**src/rtl/assert_macros.svh**
```systemverilog
// ----------------------------------------------------------------------------
// Assertion macros
// Shared concurrent assertion forms for the radix digit converter.
// ----------------------------------------------------------------------------
`ifndef ASSERT_MACROS_SVH
`define ASSERT_MACROS_SVH

// same-cycle implication
`define SITRD_ASSERT_IMPL(label, clk, rst, ante, cons) \
   label: assert property (@(posedge clk) disable iff (rst) (ante) |-> (cons)) \
      else $error("sitrd assertion failed");

// next-cycle implication
`define SITRD_ASSERT_NEXT(label, clk, rst, ante, cons) \
   label: assert property (@(posedge clk) disable iff (rst) (ante) |=> (cons)) \
      else $error("sitrd assertion failed");

`endif

```
**src/rtl/sitrd_pkg.sv**
```systemverilog
// ----------------------------------------------------------------------------
// sitrd_pkg
// Types, constants and the symbol lookup of the radix digit converter.
// ----------------------------------------------------------------------------
package sitrd_pkg;

   localparam int NumW     = 32;
   localparam int NumCells = 32;
   localparam int CountW   = 5;
   localparam int DigitW   = 4;
   localparam int SymW     = 8;
   localparam int MaxBase  = 16;
   localparam int AlphaW   = MaxBase * SymW;
   localparam int CfgW     = 64;
   localparam int IdxW     = 2;

   localparam logic [SymW-1:0] CharMinus = 8'h2D;
   localparam logic [SymW-1:0] CharPlus  = 8'h2B;
   localparam logic [SymW-1:0] CharNul   = 8'h00;

   localparam logic [IdxW-1:0] RegDigitCount  = 2'd0;
   localparam logic [IdxW-1:0] RegAlphabetLow = 2'd1;
   localparam logic [IdxW-1:0] RegAlphabetHigh = 2'd2;

   typedef logic [CountW-1:0] count_type;
   typedef logic [DigitW-1:0] digit_type;
   typedef logic [SymW-1:0]   sym_type;
   typedef logic [AlphaW-1:0] alpha_type;

   typedef struct packed {
      logic clear;
      logic shift;
   } cell_ctrl_type;

   typedef struct packed {
      logic active;
      logic carry;
   } cell_link_type;

   function automatic sym_type sym_at(input alpha_type alpha, input digit_type idx);
      sym_at = alpha[idx*SymW +: SymW];
   endfunction

endpackage

```
**src/rtl/sitrd_alpha_check.sv**
```systemverilog
// ----------------------------------------------------------------------------
// sitrd_alpha_check
// Flags whether the configured symbol count and alphabet form a usable base.
// ----------------------------------------------------------------------------
module sitrd_alpha_check (
   input  sitrd_pkg::count_type count,
   input  sitrd_pkg::alpha_type alpha,
   output logic                 ok
);
   import sitrd_pkg::*;

   logic count_ok;
   logic bad;

   assign count_ok = (count >= CountW'(2)) && (count <= CountW'(MaxBase));

   always_comb begin
      bad = 1'b0;
      for (int i = 0; i < MaxBase; i++) begin
         if (CountW'(i) < count) begin
            if (sym_at(alpha, DigitW'(i)) == CharNul || sym_at(alpha, DigitW'(i)) == CharPlus
                || sym_at(alpha, DigitW'(i)) == CharMinus) begin
               bad = 1'b1;
            end
         end
         for (int j = i + 1; j < MaxBase; j++) begin
            if (CountW'(j) < count
                && sym_at(alpha, DigitW'(i)) == sym_at(alpha, DigitW'(j))) begin
               bad = 1'b1;
            end
         end
      end
   end

   assign ok = count_ok && !bad;

endmodule

```
**src/rtl/sitrd_cell.sv**
```systemverilog
// ----------------------------------------------------------------------------
// sitrd_cell
// One digit of the doubling chain: digit = 2*digit + carry modulo the radix,
// carry registered before it is handed to the next cell; also a stage of the read-out
// shift line.
// ----------------------------------------------------------------------------
module sitrd_cell (
   input  logic                     clock,
   input  logic                     reset,
   input  sitrd_pkg::cell_ctrl_type ctrl,
   input  sitrd_pkg::count_type     radix,
   input  sitrd_pkg::cell_link_type link_in,
   input  sitrd_pkg::digit_type     digit_lower,
   output sitrd_pkg::cell_link_type link_out,
   output sitrd_pkg::digit_type     digit_out
);
   import sitrd_pkg::*;

   digit_type digit_ff, digit_in;
   logic      active_ff;
   logic      carry_ff, carry_in;
   count_type dbl;
   count_type diff;
   logic      ge;

   assign dbl  = {digit_ff, link_in.carry};
   assign ge   = dbl >= radix;
   assign diff = dbl - radix;

   always_comb begin
      digit_in = digit_ff;
      carry_in = carry_ff;
      if (ctrl.clear) begin
         digit_in = '0;
      end else if (ctrl.shift) begin
         digit_in = digit_lower;
      end else if (link_in.active) begin
         digit_in = ge ? diff[DigitW-1:0] : dbl[DigitW-1:0];
         carry_in = ge;
      end
   end

   always_ff @(posedge clock) begin
      if (reset) begin
         active_ff <= 1'b0;
      end else begin
         active_ff <= link_in.active;
      end
      digit_ff <= digit_in;
      carry_ff <= carry_in;
   end

   assign link_out.active = active_ff;
   assign link_out.carry  = carry_ff;
   assign digit_out       = digit_ff;

endmodule

```
**src/rtl/signed_integer_to_radix_digits_core.sv**
```systemverilog
// ----------------------------------------------------------------------------
// signed_integer_to_radix_digits_core
// Converts a signed 32-bit number to text in a configured alphabet.
// ----------------------------------------------------------------------------
// One number is taken at a time. Magnitude bits enter a row of 32 digit cells
// most significant first; each cell doubles its digit modulo the radix and
// passes its carry on through a register to the next cell. Leading zeros are
// then shifted out of the row at one zero per cycle (up to 31), and each character
// (optional '-' plus the digits) leaves the output register at one per cycle
// while rsp_ready is high. With an unusable alphabet a number is taken and
// dropped with no beats.
// ----------------------------------------------------------------------------
`include "assert_macros.svh"

module signed_integer_to_radix_digits_core (
   input  logic                                clock,
   input  logic                                reset,
   input  logic                                req_valid,
   output logic                                req_ready,
   input  logic signed [sitrd_pkg::NumW-1:0]   req_number,
   output logic                                rsp_valid,
   input  logic                                rsp_ready,
   output logic [sitrd_pkg::SymW-1:0]          rsp_symbol,
   output logic                                rsp_last,
   input  logic                                csr_we,
   input  logic [sitrd_pkg::IdxW-1:0]          csr_index,
   input  logic [sitrd_pkg::CfgW-1:0]          csr_wdata
);
   import sitrd_pkg::*;

   localparam int StepW = 6;
   localparam logic [StepW-1:0] ConvLast = StepW'(NumW + NumCells - 2);
   localparam logic [StepW-1:0] FeedEnd  = StepW'(NumW);
   localparam logic [StepW-1:0] AllCells = StepW'(NumCells);

   localparam logic [1:0] ST_IDLE = 2'd0;
   localparam logic [1:0] ST_CONV = 2'd1;
   localparam logic [1:0] ST_SKIP = 2'd2;
   localparam logic [1:0] ST_EMIT = 2'd3;

   count_type         count_ff;
   logic [CfgW-1:0]   alpha_lo_ff, alpha_hi_ff;
   alpha_type         alpha;
   logic              alpha_ok;

   logic [1:0]        state_ff, state_in;
   logic [StepW-1:0]  step_ff, step_in;
   logic [StepW-1:0]  rem_ff, rem_in;
   logic [NumW-1:0]   mag_ff, mag_in;
   logic              neg_ff, neg_in;

   logic              rsp_valid_ff, rsp_valid_in;
   sym_type           rsp_symbol_ff, rsp_symbol_in;
   logic              rsp_last_ff, rsp_last_in;

   logic              accept;
   logic              out_free;
   cell_ctrl_type     ctrl;
   cell_link_type     link [0:NumCells];
   digit_type         digit [0:NumCells];
   digit_type         top;

   // configuration registers
   always_ff @(posedge clock) begin
      if (reset) begin
         count_ff    <= '0;
         alpha_lo_ff <= '0;
         alpha_hi_ff <= '0;
      end else if (csr_we) begin
         case (csr_index)
            RegDigitCount:   count_ff    <= csr_wdata[CountW-1:0];
            RegAlphabetLow:  alpha_lo_ff <= csr_wdata;
            RegAlphabetHigh: alpha_hi_ff <= csr_wdata;
            default:         ;
         endcase
      end
   end

   assign alpha = {alpha_hi_ff, alpha_lo_ff};

   sitrd_alpha_check u_check (
      .count (count_ff),
      .alpha (alpha),
      .ok    (alpha_ok)
   );

   // digit row
   assign link[0].active = (state_ff == ST_CONV) && (step_ff < FeedEnd);
   assign link[0].carry  = mag_ff[NumW-1];
   assign digit[0]       = '0;

   for (genvar k = 0; k < NumCells; k++) begin : g_cell
      sitrd_cell u_cell (
         .clock       (clock),
         .reset       (reset),
         .ctrl        (ctrl),
         .radix       (count_ff),
         .link_in     (link[k]),
         .digit_lower (digit[k]),
         .link_out    (link[k+1]),
         .digit_out   (digit[k+1])
      );
   end

   assign top       = digit[NumCells];
   assign req_ready = (state_ff == ST_IDLE);
   assign accept    = req_valid && req_ready;
   assign out_free  = !rsp_valid_ff || rsp_ready;

   always_comb begin
      state_in      = state_ff;
      step_in       = step_ff;
      rem_in        = rem_ff;
      mag_in        = mag_ff;
      neg_in        = neg_ff;
      rsp_symbol_in = rsp_symbol_ff;
      rsp_last_in   = rsp_last_ff;
      rsp_valid_in  = rsp_valid_ff && !rsp_ready;
      ctrl.clear    = 1'b0;
      ctrl.shift    = 1'b0;
      case (state_ff)
         ST_IDLE: begin
            if (accept && alpha_ok) begin
               neg_in     = req_number[NumW-1];
               mag_in     = req_number[NumW-1] ? (NumW'(0) - unsigned'(req_number))
                                               : unsigned'(req_number);
               step_in    = '0;
               ctrl.clear = 1'b1;
               state_in   = ST_CONV;
            end
         end
         ST_CONV: begin
            mag_in  = {mag_ff[NumW-2:0], 1'b0};
            step_in = step_ff + StepW'(1);
            if (step_ff == ConvLast) begin
               rem_in   = AllCells;
               state_in = ST_SKIP;
            end
         end
         ST_SKIP: begin
            if (top == '0 && rem_ff != StepW'(1)) begin
               ctrl.shift = 1'b1;
               rem_in     = rem_ff - StepW'(1);
            end else begin
               state_in = ST_EMIT;
            end
         end
         ST_EMIT: begin
            if (out_free) begin
               rsp_valid_in = 1'b1;
               if (neg_ff) begin
                  rsp_symbol_in = CharMinus;
                  rsp_last_in   = 1'b0;
                  neg_in        = 1'b0;
               end else begin
                  rsp_symbol_in = sym_at(alpha, top);
                  rsp_last_in   = (rem_ff == StepW'(1));
                  ctrl.shift    = 1'b1;
                  rem_in        = rem_ff - StepW'(1);
                  if (rem_ff == StepW'(1)) begin
                     state_in = ST_IDLE;
                  end
               end
            end
         end
         default: begin
            state_in = ST_IDLE;
         end
      endcase
   end

   always_ff @(posedge clock) begin
      if (reset) begin
         state_ff     <= ST_IDLE;
         step_ff      <= '0;
         rem_ff       <= '0;
         mag_ff       <= '0;
         neg_ff       <= 1'b0;
         rsp_valid_ff <= 1'b0;
      end else begin
         state_ff     <= state_in;
         step_ff      <= step_in;
         rem_ff       <= rem_in;
         mag_ff       <= mag_in;
         neg_ff       <= neg_in;
         rsp_valid_ff <= rsp_valid_in;
      end
      rsp_symbol_ff <= rsp_symbol_in;
      rsp_last_ff   <= rsp_last_in;
   end

   assign rsp_valid  = rsp_valid_ff;
   assign rsp_symbol = rsp_symbol_ff;
   assign rsp_last   = rsp_last_ff;

   `SITRD_ASSERT_NEXT(a_conv_to_skip, clock, reset,
      state_ff == ST_CONV && step_ff == ConvLast, state_ff == ST_SKIP && rem_ff == AllCells)
   `SITRD_ASSERT_NEXT(a_skip_stops, clock, reset,
      state_ff == ST_SKIP && (top != '0 || rem_ff == StepW'(1)), state_ff == ST_EMIT)
   `SITRD_ASSERT_IMPL(a_emit_has_digit, clock, reset,
      state_ff == ST_EMIT || state_ff == ST_SKIP, rem_ff != '0)
   `SITRD_ASSERT_NEXT(a_last_ends_item, clock, reset,
      state_ff == ST_EMIT && out_free && !neg_ff && rem_ff == StepW'(1),
      state_ff == ST_IDLE && rsp_valid_ff && rsp_last_ff)

endmodule
```
**config.mk**
```make
export PLATFORM = sky130hd
export DESIGN_NAME = signed_integer_to_radix_digits_core
export DESIGN_NICKNAME = d
export VERILOG_FILES = /design/src/rtl/sitrd_pkg.sv /design/src/rtl/sitrd_alpha_check.sv /design/src/rtl/sitrd_cell.sv /design/src/rtl/signed_integer_to_radix_digits_core.sv
export VERILOG_INCLUDE_DIRS = /design/src /design/src/rtl
export SDC_FILE = /design/constraint.sdc
export NUM_CORES = 2
export LEC_CHECK = 0
export ABC_CLOCK_PERIOD_IN_PS = 13000
export BUFFER_PORTS_ARGS = -buffer_cell sky130_fd_sc_hd__buf_2
export CAP_MARGIN = 40
export CORE_MARGIN = 3
export CORE_UTILIZATION = 29
export DETAILED_ROUTE_END_ITERATION = 12
export SYNTH_ARGS = -nofsm -noshare
export SYNTH_HDL_FRONTEND = slang
export SYNTH_SLANG_ARGS = --single-unit
```
**constraint.sdc**
```tcl
create_clock -name clock -period 13 [get_ports clock]
set_input_delay 1.3 -clock clock [delete_from_list [all_inputs] [get_ports clock]]
set_output_delay 1.3 -clock clock [all_outputs]
set_load 0.005 [all_outputs]
```
=== Word-level counts from Yosys, hierarchy flattened ===
Index checks and enable logic that the tools add are counted.

* Memories: 0
* Word-level logic and storage cells: 891
* Input port bits: 103
* Bits in writable memories: 0
* Bits in latches: 0
* Output and inout bits: 11
* Memory bits (read-only): 0
* Flip-flop bits (word level): 380

* Order comparisons: 51
* Div/mod/pow operators: 0
* Equal/unequal tests: 167
* Reduce and logical (&&, ||, !) cells: 256
* Mux-type cells: 274
* Add/subtract/negate cells: 35
* $mul: 0
* Bitwise operators: 2
* Shifts and indexed selects: 1

{| class="wikitable"
|+ Operator list
! kind !! number
|-
| equality test 8 bit || 120
|-
| 2-to-1 mux 4 bit || 94
|-
| equality test 8 x 6 -> 1 bit (second input constant) || 32
|-
| 2-to-1 mux 1 bit || 161
|-
| greater-or-equal comparator 5 bit || 32
|-
| logical NOT 8 bit || 16
|-
| indexed part select 128 x 8 -> 8 bit || 1
|-
| subtractor 4 bit || 32
|-
| logical AND 1 bit || 127
|-
| AND reduction 3 bit || 32
|-
| nonzero test 2 bit || 33
|-
| 2-to-1 mux 32 bit || 2
|-
| one-hot mux 32 bit (2 select lines) || 1
|-
| < comparator 4 x 5 -> 1 bit (first input constant) || 8
|-
| logical OR 1 bit || 33
|-
| subtractor 1 x 32 -> 32 bit (first input constant) || 1
|-
| 2-to-1 mux 6 bit || 5
|-
| < comparator 3 x 5 -> 1 bit (first input constant) || 4
|-
| one-hot mux 6 bit (3 select lines) || 1
|-
| 2-to-1 mux 2 bit || 6
|-
| one-hot mux 6 bit (2 select lines) || 1
|-
| < comparator 1 x 5 -> 1 bit (first input constant) || 2
|-
| < comparator 2 x 5 -> 1 bit (first input constant) || 2
|-
| != test 2 bit (second input constant) || 5
|-
| 22 further kinds || 35
|}

=== Longest topological paths before layout ===
* Depth after elaboration: 162
* Mapped depth: 13
* Mapped depth without buffers: 11

=== Hierarchy ===
Synthesis repeated with hierarchy kept, for this count alone.

* Cells, all modules: 4708
* Area, all modules: 38257.9 µm²

{| class="wikitable"
|+ By module, submodules not included
! module !! seq. area each (µm²) !! cells each !! times used !! area an instance (µm²)
|-
| sitrd_cell at g_cell[10].u_cell ... || 130.1 || 60 || 30 || 511.7
|-
| sitrd_alpha_check || 0.0 || 1733 || 1 || 12899.9
|-
| signed_integer_to_radix_digits_core || 3893.7 || 1058 || 1 || 8979.9
|-
| sitrd_cell at g_cell[0].u_cell || 130.1 || 60 || 1 || 531.8
|-
| sitrd_cell at g_cell[9].u_cell || 130.1 || 57 || 1 || 494.2
|}

=== Worst setup path after synthesis ===
Ideal clock, no wire load.

* Kind: register -> register
* Start point: reg count_ff[1]
* End point: reg g_cell[10].u_cell.carry_ff, enable pin
* Required time: 12.758 ns
* Path buffers: 3
* Slack: 8.359 ns
* Library setup time: 0.242 ns
* Stages on the path, launching flop included: 12
* Arrival time: 4.399 ns
* Period minus slack after synthesis: 4.641 ns
* Path through: dfxtp_1 clkbuf_1 inv_1 o21ai_0 a2111oi_0 nand4_1 or4_1 nor4_4 buf_4 nor2_1 clkbuf_1 and2_1

* Cells in the longest elaborated chain, start to end: 159
* Elaborated cells between the ends (all ways): 297
* Those cells by class: order compare (18); mux (153); bitwise (1); reduce/logical (125)

{| class="wikitable"
|+ RTL lines
! element !! line !! source
|-
| start: declaration || signed_integer_to_radix_digits_core.sv:41 || <nowiki>count_type count_ff;</nowiki>
|-
| start signal: assignment || signed_integer_to_radix_digits_core.sv:71 || <nowiki>RegDigitCount: count_ff <= csr_wdata[CountW-1:0];</nowiki>
|-
| < comparator 1 x 5 -> 1 bit (on tied branches) || sitrd_alpha_check.sv:20, sitrd_alpha_check.sv:27 ||
|-
| 2-to-1 mux 1 bit or logical AND 1 bit (tied branches) || sitrd_alpha_check.sv:20, sitrd_alpha_check.sv:28 ||
|-
| 2-to-1 mux 1 bit (15 in a row) || sitrd_alpha_check.sv:27 || <nowiki>if (CountW'(j) < count</nowiki>
|-
| 2-to-1 mux 1 bit || sitrd_alpha_check.sv:21 || <nowiki>if (sym_at(alpha, DigitW'(i)) == CharNul || sym_at(alpha, DigitW'(i)) == CharPlus</nowiki>
|-
| 2-to-1 mux 1 bit || sitrd_alpha_check.sv:20 || <nowiki>if (CountW'(i) < count) begin</nowiki>
|-
| 2-to-1 mux 1 bit (14 in a row) || sitrd_alpha_check.sv:27 ||
|-
| 2-to-1 mux 1 bit || sitrd_alpha_check.sv:21 ||
|-
| 2-to-1 mux 1 bit || sitrd_alpha_check.sv:20 ||
|-
| [... 116 more ...] || -- ||
|-
| 2-to-1 mux 1 bit || sitrd_alpha_check.sv:20 ||
|-
| logical NOT 1 bit || sitrd_alpha_check.sv:35 || <nowiki>assign ok = count_ok && !bad;</nowiki>
|-
| logical AND 1 bit (*) || sitrd_alpha_check.sv:35 ||
|-
| logical AND 1 bit (*) || signed_integer_to_radix_digits_core.sv:123 || <nowiki>if (accept && alpha_ok) begin</nowiki>
|-
| 2-to-1 mux 1 bit (*) || signed_integer_to_radix_digits_core.sv:123 ||
|-
| 2-to-1 mux 1 bit (*) || signed_integer_to_radix_digits_core.sv:121 || <nowiki>case (state_ff)</nowiki>
|-
| NOT 1 bit (no line) (*) || -- ||
|-
| AND reduction 3 bit (no line) (*) || -- ||
|-
| end signal: assignment || sitrd_cell.sv:50 || <nowiki>carry_ff <= carry_in;</nowiki>
|-
| end: declaration || sitrd_cell.sv:21 || <nowiki>logic carry_ff, carry_in;</nowiki>
|}

Mark *: on every way between the ends. The rest lies on a longest branch, timed or not.
A chain may end at the register's enable or synchronous reset.

=== Worst setup path after layout ===
* Start point: reg alpha_hi_ff[9]
* End point: reg g_cell[17].u_cell.carry_ff, enable pin

* Cells in the longest elaborated chain, start to end: 151
* Elaborated cells between the ends (all ways): 184
* Those cells by class: eq/ne (17); mux (144); bitwise (1); reduce/logical (22)

{| class="wikitable"
|+ RTL lines
! element !! line !! source
|-
| start: declaration || signed_integer_to_radix_digits_core.sv:42 || <nowiki>logic [CfgW-1:0] alpha_lo_ff, alpha_hi_ff;</nowiki>
|-
| start signal: assignment || signed_integer_to_radix_digits_core.sv:73 || <nowiki>RegAlphabetHigh: alpha_hi_ff <= csr_wdata;</nowiki>
|-
| equality test 8 bit || sitrd_alpha_check.sv:28 || <nowiki>&& sym_at(alpha, DigitW'(i)) == sym_at(alpha, DigitW'(j))) begin</nowiki>
|-
| logical AND 1 bit || sitrd_alpha_check.sv:28 ||
|-
| 2-to-1 mux 1 bit (7 in a row) || sitrd_alpha_check.sv:27 ||
|-
| 2-to-1 mux 1 bit || sitrd_alpha_check.sv:21 ||
|-
| 2-to-1 mux 1 bit || sitrd_alpha_check.sv:20 ||
|-
| 2-to-1 mux 1 bit (14 in a row) || sitrd_alpha_check.sv:27 ||
|-
| 2-to-1 mux 1 bit || sitrd_alpha_check.sv:21 ||
|-
| 2-to-1 mux 1 bit || sitrd_alpha_check.sv:20 ||
|-
| [... 116 more ...] || -- ||
|-
| 2-to-1 mux 1 bit (*) || sitrd_alpha_check.sv:20 ||
|-
| logical NOT 1 bit (*) || sitrd_alpha_check.sv:35 ||
|-
| logical AND 1 bit (*) || sitrd_alpha_check.sv:35 ||
|-
| logical AND 1 bit (*) || signed_integer_to_radix_digits_core.sv:123 ||
|-
| 2-to-1 mux 1 bit (*) || signed_integer_to_radix_digits_core.sv:123 ||
|-
| 2-to-1 mux 1 bit (*) || signed_integer_to_radix_digits_core.sv:121 ||
|-
| NOT 1 bit (no line) (*) || -- ||
|-
| AND reduction 3 bit (no line) (*) || -- ||
|-
| end signal: assignment || sitrd_cell.sv:50 ||
|-
| end: declaration || sitrd_cell.sv:21 ||
|}

Marks and branches as above.

==> metrics <==
total power=0.00454 W; Detailed Place HPWL=82.5 mm; Post-Syn Area=35600 um2; CP bufs+invs=2; worst-path cell chain=buf_4 > xnor2_1 > nand4_1 > nor2_1 > nor4_1 > o22ai_1 > or4_1 > nor4_4 > buf_12 > nor2_4 > and2_1; CTS tree=built; Period minus WS final=4.86 ns; Max Slew Vio Count=0; I/O pins=114; Post-Syn Area per Cell=8.23 um2; Arrival @ worst endpoint=5.23 ns; Setup CP Type=reg -> reg; post-synthesis adder-cell area fraction=7.73%; largest family of logic cells by synthesized area=XOR/XNOR gates; Reg area=8020 um2; Critical-path top delay cell=dfxtp_1; Final Cycle Share=37.4%; Die W=357 um; post-synth top area share=19.1%; Setup Total Neg Slack=0 ns; Initial DRC Count=3230; layout cells sized above 1=10.4%; CP peak stage delay=0.80 ns; peak fanout along the critical path=175; drt total wl=131 mm; Synth Area in XOR/XNOR=26.4%; CTS Buf Count=46; reg2reg path depth=11; Clk Latency, worst-skew pair=0.62 ns; status=complete, no violations; hold depth=2; initial antenna violation count=8; wire per inst=22.5 um; Yosys reg bits=380; # rows=127; grt ovf=0; Die ar.=127000 um2; vias in the first global route=30373; Peak VDD IR=0.000100 V; post-route insts no fill=5837; GP Congestion=1.06; Synth Area in Compound Gates=12.2%; Die H=357 um; Final Net Count=4490; Cells after Synth=4332; worst r2r src=alpha_hi_ff[9]; Core ar.=121000 um2; Synth Flop Type=dfxtp_1; largest area contributor in the netlist=dfxtp_1; most frequent cells after synthesis=xnor2_1, xor2_1, dfxtp_1; reg2reg setup slack=8.14 ns; vias=31918; first-pass GRT wire length=197 mm; final hold viol count=0; final core occ=32.2%; max_cap viols=0; CTS Buffer Depth=3; Initial Util=29.5%; Startpoint Class=flip-flop; Area Growth Syn to Fin=9.28%; top-count cell post-synth=xnor2_1; Async SR Flop Fraction=0%; Pleak=16.1 nW; post_cts resized=0; Layout fillers=12580; pwr dens=117 nW/um2; f_max=0.206 GHz; Synth cell types=71; synth warn=0; clk slew on worst S/H paths=0.06 ns; DR pass1 iterations=7; Hold EP=alpha_lo_ff[16]; critical path required time=13.37 ns; headroom to the max-slew limit=32.6%; Routed Antenna Nets=0; # setup viols final=0; FF-to-FF End=g_cell[17].u_cell.carry_ff; setup bufs post-CTS=0; DP Cell Count=5749; Simple-Gate Fraction of Synth Area=18.0%; Vias per Instance=5.47; EDFF count, synth=40; synth top area cells=dfxtp_1, xnor2_1, xor2_1; multi-input logic area=25200 um2; multiplexer area fraction after synthesis=6.35%; Min Hold Slack=0.455 ns; Worst Max-Slew Pin Slew=1.00 ns; clock sinks=380; pin count of the biggest net entering global routing=176; H-tree depth=2; hold_sp=alpha_lo_ff[16]; hold crit path type=reg -> reg; Global Route Usage Sum=20.1%; port bufs=113; Worst Skew=0.0191 ns; # hold bufs at CTS=0; Stages on worst setup path=11; root buf cell=clkbuf_16; CP startpoint=alpha_hi_ff[9]; Worst setup EP type=flip-flop; Seq/Total Area, Yosys=22.5%; Syn Nets=4636; RSZ-0062 raised after global routing=no; DRC viols=0; CP top delay family=simple AND/OR/NAND/NOR gates
metal layers:
layer,vias up,GRT usage [%],wire [um]
met4,2,9.81,7170
met3,432,4.87,13100
met5,-,0,13
met2,1599,29.9,55100
li1,14553,-,-
met1,15332,27.1,56000
power by group:
part / switching [W] / internal [W] / leakage, nW
combinational: 0.000926 / 0.000755 / 12.2
clock: 0.000555 / 0.000770 / 0.759
sequential: 0.000182 / 0.00135 / 3.13
total: 0.00166 / 0.00288 / 16.1
kinds of logic (layout without fill, tap and decap cells):
| family | count (synthesis) | in the layout |
|---|---|---|
| and+or+nand+nor | 1274 | 1274 |
| other | 0 | 3 |
| muxes | 176 | 176 |
| xor gates and xnor gates | 1074 | 1074 |
| buffers and inverters | 537 | 427 |
| AOI/OAI and AO/OA | 690 | 690 |
| DFF | 380 | 380 |
| adders and majority gates | 201 | 201 |
worst max-delay path by stage:
stage / to / slack (ns)
4_1_cts: g_cell[17].u_cell.carry_ff / 8.10
3_5_place_dp: g_cell[24].u_cell.carry_ff / 8.14
3_3_place_gp: g_cell[26].u_cell.carry_ff / 7.59
2_1_floorplan: g_cell[10].u_cell.carry_ff / 8.36
6_report: g_cell[17].u_cell.carry_ff / 8.14
5_1_grt: g_cell[17].u_cell.carry_ff / 7.93
per-stage QoR:
stage	area [um2]	setup WS, ns
2_1_floorplan	35600	8.36
3_3_place_gp	37200	7.59
3_5_place_dp	37400	8.14
4_1_cts	38900	8.10
5_1_grt	38900	7.93
6_report	38900	8.14
worst register-to-register path, stage by stage (launching register included):
cell and delay [ns]:
dfxtp_1 0.80, buf_4 0.39, xnor2_1 0.12, nand4_1 0.10, nor2_1 0.05, nor4_1 0.66, o22ai_1 0.24, or4_1 0.60
nor4_4 0.33, buf_12 0.59, nor2_4 0.43, and2_1 0.30
final cells by class:
class                   instances  area share [%]
diodes                          3          0.0193
multi-input cells            3415            64.8
clock inverters                26           0.681
inverters                      80           0.771
flip-flops and latches        380            20.6
well taps                    1612            5.18
clock buffers                  58            3.25
repair buffers                263            4.73
state kept, by name, indices dropped and copies added (netlist names):
name and flops:
count_ff 5, state_ff 2, rsp_last 1, alpha_hi_ff 64, rsp_symbol 8, mag_ff 32
neg_ff 1, step_ff 6, rsp_valid 1, alpha_lo_ff 64, g_cell.u_cell.digit_out 128, g_cell.u_cell.carry_ff 31
rem_ff 6, g_cell.u_cell.active_ff 31
layout by cell type (no fill, tap or decap), types with 107 or more instances in the layout:
| master | count |
|---|---|
| nor2_1 | 319 |
| buf_4 | 139 |
| a211oi_1 | 125 |
| nor4_1 | 107 |
| a21oi_1 | 295 |
| xor2_1 | 431 |
| dfxtp_1 | 330 |
| mux2i_1 | 135 |
| ha_1 | 168 |
| buf_2 | 112 |
| nand2_1 | 329 |
| xnor2_1 | 643 |
| nand4_1 | 154 |
(Power assumes the default switching activity.)
